## src/rtl/core/hce_pkg.sv

```systemverilog
// shared types and constants of the huffman codec engine
`default_nettype none

package hce_pkg;

  localparam int unsigned SYM_W      = 7;
  localparam int unsigned NODE_W     = 8;
  localparam int unsigned CNT_W      = 16;
  localparam int unsigned CODE_W     = 32;
  localparam int unsigned LEN_W      = 6;
  localparam int unsigned HEAP_AW    = 7;
  localparam int unsigned ALPHABET   = 128;
  localparam int unsigned NODE_COUNT = 2 * ALPHABET - 1;

  localparam logic [CNT_W-1:0]  COUNT_MAX  = '1;
  localparam logic [NODE_W-1:0] FIRST_NODE = NODE_W'(ALPHABET);
  localparam logic [LEN_W-1:0]  LEN_MAX    = LEN_W'(CODE_W);

  typedef enum logic [2:0] {
    CMD_COUNT  = 3'd0,
    CMD_BUILD  = 3'd1,
    CMD_ENCODE = 3'd2,
    CMD_DECODE = 3'd3,
    CMD_CLEAR  = 3'd4
  } cmd_e;

  typedef enum logic [2:0] {
    ST_OK       = 3'd0,
    ST_UNSUP    = 3'd1,
    ST_ABSENT   = 3'd2,
    ST_DEC_ERR  = 3'd3,
    ST_NO_TREE  = 3'd4,
    ST_OVERFLOW = 3'd5
  } status_e;

  typedef struct packed {
    logic [CNT_W-1:0]  weight;
    logic [NODE_W-1:0] node;
  } heap_ent_t;

  typedef struct packed {
    logic [2:0]        status;
    logic [SYM_W-1:0]  dsym;
    logic              sym_valid;
    logic [CODE_W-1:0] code_word;
    logic [LEN_W-1:0]  code_len;
  } result_t;

endpackage

`default_nettype wire

```

## src/rtl/core/hce_alu.sv

```systemverilog
// shared weight compare and add unit
`default_nettype none

module hce_alu (
  input  wire logic [hce_pkg::CNT_W-1:0] a_i,
  input  wire logic [hce_pkg::CNT_W-1:0] b_i,
  output logic                           gt_o,
  output logic [hce_pkg::CNT_W-1:0]      sum_o
);

  assign gt_o  = (a_i > b_i);
  assign sum_o = a_i + b_i;

endmodule

`default_nettype wire

```

## config.mk

```make
export PLATFORM = sky130hd
export DESIGN_NAME = hce_alu
export DESIGN_NICKNAME = d
export VERILOG_FILES = /design/src/rtl/core/hce_pkg.sv /design/src/rtl/core/hce_alu.sv
export SDC_FILE = /design/constraint.sdc
export NUM_CORES = 1
export LEC_CHECK = 0
export BUFFER_PORTS_ARGS = -buffer_cell sky130_fd_sc_hd__buf_2
export CAP_MARGIN = 20
export CORE_MARGIN = 2
export CORE_UTILIZATION = 52
export DETAILED_ROUTE_END_ITERATION = 8
export GPL_ROUTABILITY_DRIVEN = 0
export PLACE_DENSITY = 0.88
export SYNTH_ARGS = -nofsm -noshare
export SYNTH_HDL_FRONTEND = slang
export SYNTH_SLANG_ARGS = --single-unit
```

## constraint.sdc

```tcl
create_clock -name vclk -period 5.4
set_input_delay 1.62 -clock vclk [all_inputs]
set_output_delay 1.62 -clock vclk [all_outputs]
set_load 0.005 [all_outputs]
```

==> qor.yml, run 1 <==
status: "completed"
start_kind: "input port"
place_ws_ns: 0.0738
path_class: "input port to output pin"
cp_num_cells: 10
clockBufferCount: 0
synthTopCellsByCount: "31 x ha_1, 22 x inv_1, 17 x a21oi_1"
gr-total-overflow: 0
cpMaxStageDelayCell: "or4_1"
netlist_area_mm2: 0.00121
rsz0062_at_grt: "no"
yosysTopAreaCellShare: 0.321
rows: 17
ctsHoldBuffers: 0
synth_area_leader_cell: "ha_1"
fin_tns_setup_ns: 0
cpPeakStageDelay_ns: 0.40
layout_min_cycle_time_ns: 5.30
slew_violations: 0
ys.warnings.count: 0
start_util: 0.546
power.leakage_nw: 0.766
fp.dieH_um: 52.2
grt_max_degree: 10
path_buf_inv: 2
yosys-top-cells-area: "ha_1 32%, xnor2_1 7.3%, a21oi_1 7.0%"
grt_use_total: 0.191
powerDensity_mw_per_mm2: 108
antenna_found_initial: 0
ys_seq_area_frac: 0
firstDrtPassIters: 4
grt_pass1_vias: 1100
crit_chain: "buf_2 > ha_1 > fa_2 > nor2b_1 > o211ai_2 > nand2_2 > a211o_1 > or4_1 > nand3_1 > buf_2"
max-slew-margin-rel: 0.693
nFillCells: 203
cts_resized: 0
hold-worst-slack_ns: 3.62
wire_per_inst_um: 11.0
dp_hpwl_mm: 2.27
fmax_ghz: 0.189
final_cells: 237
crit_top_cell: "buf_2"
coreArea_mm2: 0.00221
fp.dieW_um: 52.2
endpoint_kind: "output pin"
drcViolationCount: 0
layout-drive-gt1-share: 0.278
crit_required_ns: 3.78
postRouteAntennaNets: 0
seq_area_um2: 0
post-route-period-util: 0.981
finalHoldViolations: 0
drt-initial-drc-count: 16
vias_per_cell: 5.38
layout.nets: 275
synthToLayoutAreaGrowth_pct: 20.9
worst_slew_pin_slew_ns: 0.454
min_path_type: "input port to output pin"
syn_inst: 168
num_antenna_cells: 0
via_count: 1276
ios: 49
dp.cells: 237
timing.final.ws_setup_ns: 0.103
synthesis.nets: 232
peakVddDrop_uv: 62.6
crit_fanout: 3
worstHoldPathCells: 4
postSynthAreaPerCell_um2: 7.19
path_delay_family: "simple AND/OR/NAND/NOR gates"
wirelength_mm: 2.60
synth_most_common_cell: "ha_1"
die_area_mm2: 0.00272
port_buffers: 49
holdCritStartpoint: "b_i[0]"
setup_viol: 0
seq_cell_count: 0
cts_setup_buffers: 0
grt_pass1_wl_mm: 4.28
startpoint: "a_i[0]"
critPathArrivalTime_ns: 3.68
synth_cell_types: 42
drv_cap: 0
==> routing by layer <==
| metal | GRT usage | vias up | wire length (µm) |
|---|---|---|---|
| li1 | - | 672 | - |
| met1 | 0.251 | 562 | 1130 |
| met2 | 0.365 | 42 | 1330 |
| met3 | 0.00571 | 0 | 146 |
| met4 | 0.00427 | 0 | 0 |
| met5 | 0 | - | 0 |
==> cells by family after synthesis <==
| kind of cell | share of synthesized area |
|---|---|
| XOR/XNOR | 0.0943 |
| adder cells (fa/ha/maj) | 0.338 |
| buffers and inverters | 0.105 |
| AND/OR/NAND/NOR | 0.210 |
| AO/OA/AOI/OAI | 0.253 |
==> stage by stage <==
step                 util  instance area, µm²  total power [mW]
CTS                 0.658                1460             0.158
detailed placement  0.658                1460             0.157
global route        0.660                1460             0.177
global placement    0.658                1460             0.155
floorplan               -                1210             0.102
finish              0.660                1460             0.158
==> power breakdown <==
part | switching, mW | total (mW) | internal, mW | leakage, nW
combinational | 0.0828 | 0.158 | 0.0752 | 0.766
sequential | 0 | 0 | 0 | 0
clock | 0 | 0 | 0 | 0
==> area by class of cell <==
cell class | instances | area, µm² | area share
Timing Repair Buffer | 49 | 245 | 0.168
Tap cell | 28 | 35.0 | 0.0240
Multi-Input combinational cell | 135 | 1090 | 0.744
Inverter | 25 | 93.8 | 0.0643
==> cell usage in the layout, fill, tap and decap left out, types with 2 or more instances in the layout <==
| cell type | count |
|---|---|
| o21ai_0 | 4 |
| xor2_1 | 3 |
| nand4_1 | 3 |
| a211oi_1 | 3 |
| nor3_1 | 5 |
| buf_2 | 49 |
| nand2b_1 | 3 |
| nand2_1 | 2 |
| nor2_1 | 15 |
| xnor2_1 | 10 |
| o21bai_1 | 4 |
| ha_1 | 31 |
| and3_1 | 2 |
| a21oi_1 | 17 |
| inv_2 | 3 |
| nor2b_1 | 7 |
| inv_1 | 22 |
| or4_1 | 2 |
==> path summary, 6_finish.rpt <==
path,slack (ns),to
setup / recovery,0.10,sum_o[10]
hold / removal,3.62,sum_o[0]
==> worst min-delay path: cells and delay by family <==
kind	cells	cell delay, ns
buf+inv	3	0.24
fa+ha+maj	1	0.13
(Power assumes the default switching activity.)
==> run 2, diff against run 1 <==
- clock period: 5.4 -> 6 ns (I/O delays scaled with it)
==> qor.yml, run 2 (synthesized netlist as in run 1, its figures left out) <==
grt-busiest-layer: "met2"
port_buffers: 49  # unchanged
setup_viol: 0  # unchanged
layout_min_cycle_time_ns: 5.72
grt_pass1_wl_mm: 4.22  # -1.6%
vias_per_cell: 5.49  # +2.0%
start_util: 0.546  # unchanged
crit_fanout: 3  # unchanged
crit_required_ns: 4.20  # +0.42 ns
layout.nets: 275  # unchanged
sw_frac_of_total: 0.525  # +0.000699
post-route-period-util: 0.953
seq_power_share: 0  # unchanged
final_cell_mix: "49 x buf_2, 31 x ha_1, 22 x inv_1, 17 x a21oi_1, 15 x nor2_1"
drv_cap: 0  # unchanged
die_area_mm2: 0.00272  # unchanged
grt_use_met3: 0.00857  # +0.00286
via_count: 1302  # +2.0%
met1_usage: 0.241  # -0.0103
gr-total-overflow: 0  # unchanged
fmax_ghz: 0.175
power_frac_comb: 1.000  # about the same
layout-drive-gt1-share: 0.268  # -0.00957
fp.dieW_um: 52.2  # unchanged
min_path_type: "input port to output pin"
internal-power_mw: 0.0674  # -10%
seq_area_um2: 0  # unchanged
drt-initial-drc-count: 26  # +10
critPathArrivalTime_ns: 3.92  # +0.24 ns
cpMaxStageDelayCell: "or4_1"
power_mw: 0.142  # -10%
coreArea_mm2: 0.00221  # unchanged
firstDrtPassIters: 4  # unchanged
ios: 49  # unchanged
met2_usage: 0.361  # -0.00422
p_clk_frac: 0  # unchanged
p_switching_mw: 0.0744  # -10%
antenna_found_initial: 0  # unchanged
powerDensity_mw_per_mm2: 97.5  # -9.9%
status: "completed"
path_delay_family: "simple AND/OR/NAND/NOR gates"
postRouteAntennaNets: 0  # unchanged
slew_violations: 0  # unchanged
wire_per_inst_um: 11.0  # -0.15%
fin_tns_setup_ns: 0  # unchanged
seq_cell_count: 0  # unchanged
cts_setup_buffers: 0  # unchanged
path_class: "input port to output pin"
grt_pass1_vias: 1091  # -0.82%
synthToLayoutAreaGrowth_pct: 20.5
dp_hpwl_mm: 2.26  # -0.61%
fp.dieH_um: 52.2  # unchanged
cpPeakStageDelay_ns: 0.41  # about the same
rsz0062_at_grt: "no"
timing.final.ws_setup_ns: 0.281  # +0.177 ns
num_antenna_cells: 0  # unchanged
max-slew-margin-rel: 0.704  # +0.0109
start_kind: "input port"
drcViolationCount: 0  # unchanged
power.leakage_nw: 0.767  # +0.16%
grt_max_degree: 10  # unchanged
place_ws_ns: 0.314  # +0.240 ns
wirelength_mm: 2.60  # -0.15%
grt_use_total: 0.189  # -0.00238
worst_slew_pin_slew_ns: 0.438  # -0.0161 ns
layout_commonest_cell: "buf_2"
nFillCells: 215  # +5.9%
peakVddDrop_uv: 54.2  # -13%
finalHoldViolations: 0  # unchanged
path_buf_inv: 2  # unchanged
crit_top_cell: "buf_2"
endpoint_kind: "output pin"
rows: 17  # unchanged
ctsHoldBuffers: 0  # unchanged
crit_chain: "buf_2 > ha_1 > fa_1 > nor2b_1 > o211ai_2 > nand2_1 > a211o_1 > or4_1 > nand3_1 > buf_2"
cts_resized: 0  # unchanged
clockBufferCount: 0  # unchanged
-- run 2: cell counts in the layout (fill, tap and decap cells not counted) --
Identical to the previous run, type by type.
-- run 2: area by class of cell --
class | count | area, µm² | area share
Multi-Input combinational cell | 135 | 1080 | 0.743
Timing Repair Buffer | 49 | 245 | 0.169
Inverter | 25 | 93.8 | 0.0645
Tap cell | 28 | 35.0 | 0.0241
-- run 2: through the flow --
step | hold slack, ns | instance area, µm² | util | cells
global placement | 3.96 | 1460 | 0.658 | 237
global route | 4.00 | 1460 | 0.658 | 237
finish | 3.97 | 1460 | 0.658 | 237
CTS | 3.98 | 1460 | 0.658 | 237
floorplan | 3.75 | 1210 | - | 168
detailed placement | 3.98 | 1460 | 0.658 | 237
-- run 2: routing by layer --
layer	wire length (µm)	part of all wire
met3	167	0.064
met2	1310	0.50
met5	0	0
met1	1110	0.43
met4	15	0.0058
-- run 2: path summary, 6_finish.rpt --
| path | from | cells after the start | end | slack [ns] |
|---|---|---|---|---|
| worst max-delay path | a_i[0] | 10 | sum_o[10] | 0.28 |
| worst min-delay path | b_i[1] | 3 | sum_o[1] | 3.97 |
-- run 2: power groups by stage --
stage / registers [mW] / logic [mW] / clock network, mW
floorplan: 0 / 0.0922 / 0
global placement: 0 / 0.139 / 0
detailed placement: 0 / 0.142 / 0
CTS: 0 / 0.143 / 0
global route: 0 / 0.160 / 0
finish: 0 / 0.142 / 0
==> run 3, diff against run 2 <==
- BUFFER_PORTS_ARGS: -buffer_cell sky130_fd_sc_hd__buf_2 -> -buffer_cell sky130_fd_sc_hd__buf_4
- CELL_PAD_IN_SITES_DETAIL_PLACEMENT: unset -> 1
- CELL_PAD_IN_SITES_GLOBAL_PLACEMENT: unset -> 1
- CORE_UTILIZATION: 52 -> 36
==> qor.yml, run 3 (synthesized netlist as in run 1, its figures left out) <==
status: "completed"
layout-drive-gt1-share: 0.268  # unchanged
seq_area_um2: 0  # unchanged
layout.nets: 275  # unchanged
wire_per_inst_um: 12.2  # +11%
rsz0062_at_grt: "no"
fp.dieH_um: 61.9  # +19%
dp.cells: 255  # +7.6%
postRouteAntennaNets: 0  # unchanged
holdCritStartpoint: "b_i[1]"
ios: 49  # unchanged
final_cells: 255  # +7.6%
max-slew-margin-rel: 0.710  # +0.00544
die_area_mm2: 0.00383  # +41%
setup_viol: 0  # unchanged
layout_commonest_cell: "buf_4"
hold-worst-slack_ns: 3.96  # -0.0127 ns
place_area_mm2: 0.00160  # +10%
cts_resized: 0  # unchanged
dp_hpwl_mm: 2.72  # +21%
power.leakage_nw: 0.810  # +5.5%
port_buffers: 49  # unchanged
post-route-period-util: 0.954  # about the same
rows: 21  # +4
fmax_ghz: 0.175  # about the same
worst_slew_pin_slew_ns: 0.432  # -0.00593 ns
path_class: "input port to output pin"
cts_setup_buffers: 0  # unchanged
place_ws_ns: 0.269  # -0.0448 ns
min_path_type: "input port to output pin"
fin_tns_setup_ns: 0  # unchanged
crit_required_ns: 4.20  # about the same
timing.final.ws_setup_ns: 0.276  # -0.00428 ns
worstHoldPathCells: 3  # unchanged
synthToLayoutAreaGrowth_pct: 32.5
vias_per_cell: 5.05  # -8.1%
layout_min_cycle_time_ns: 5.72  # +0.00429 ns
peakVddDrop_uv: 41.1  # -24%
antenna_found_initial: 0  # unchanged
firstDrtPassIters: 4  # unchanged
gr-total-overflow: 0  # unchanged
power_mw: 0.164  # +16%
clockBufferCount: 0  # unchanged
stdcell_area_mm2: 0.00160  # +10%
grt_max_degree: 10  # unchanged
holdPathEnd: "sum_o[1]"
coreArea_mm2: 0.00328  # +48%
grt_pass1_vias: 1244  # +14%
powerDensity_mw_per_mm2: 103  # +5.3%
finalHoldViolations: 0  # unchanged
start_util: 0.368  # -0.178
wirelength_mm: 3.10  # +19%
final_cell_mix: "49 x buf_4, 31 x ha_1, 22 x inv_1, 17 x a21oi_1, 15 x nor2_1"
via_count: 1287  # -1.2%
num_antenna_cells: 0  # unchanged
endpoint_kind: "output pin"
fp.dieW_um: 61.9  # +19%
start_kind: "input port"
seq_cell_count: 0  # unchanged
drcViolationCount: 0  # unchanged
crit_fanout: 3  # unchanged
grt_pass1_wl_mm: 5.09  # +21%
ctsHoldBuffers: 0  # unchanged
grt_use_total: 0.165  # -0.0241
slew_violations: 0  # unchanged
drt-initial-drc-count: 21  # -19%
final_util: 0.487  # -0.171
critPathArrivalTime_ns: 3.92  # about the same
drv_cap: 0  # unchanged
run 3: worst max path at each step:
stage	start	end	slack, ns
global placement	a_i[0]	sum_o[10]	0.31
floorplan	a_i[0]	sum_o[10]	0.62
global route	a_i[0]	sum_o[10]	0.18
CTS	a_i[0]	sum_o[10]	0.26
finish	a_i[0]	sum_o[10]	0.28
detailed placement	a_i[0]	sum_o[10]	0.27
run 3: critical path: stages:
cell and delay [ns]:
buf_4 0.11, ha_1 0.21, fa_1 0.40, nor2b_1 0.18, o211ai_2 0.20, nand2_1 0.11, a211o_1 0.32, or4_1 0.40
nand3_1 0.09, buf_4 0.11
run 3: metal layers:
metal	vias to the layer above	share of wire	track usage
met1	593	0.47	0.213
met5	-	0	0
met2	31	0.50	0.325
met4	0	0	0
li1	663	-	-
met3	0	0.025	0
run 3: cell type report:
cell class | instances | area, µm²
Tap cell | 46 | 57.6
Timing Repair Buffer | 49 | 368
Fill cell | 443 | 1680
Multi-Input combinational cell | 135 | 1080
Inverter | 25 | 93.8
run 3: power by group:
group / switching (mW) / total [mW] / internal [mW]
sequential: 0 / 0 / 0
combinational: 0.0790 / 0.164 / 0.0854
clock: 0 / 0 / 0
total: 0.0790 / 0.164 / 0.0854
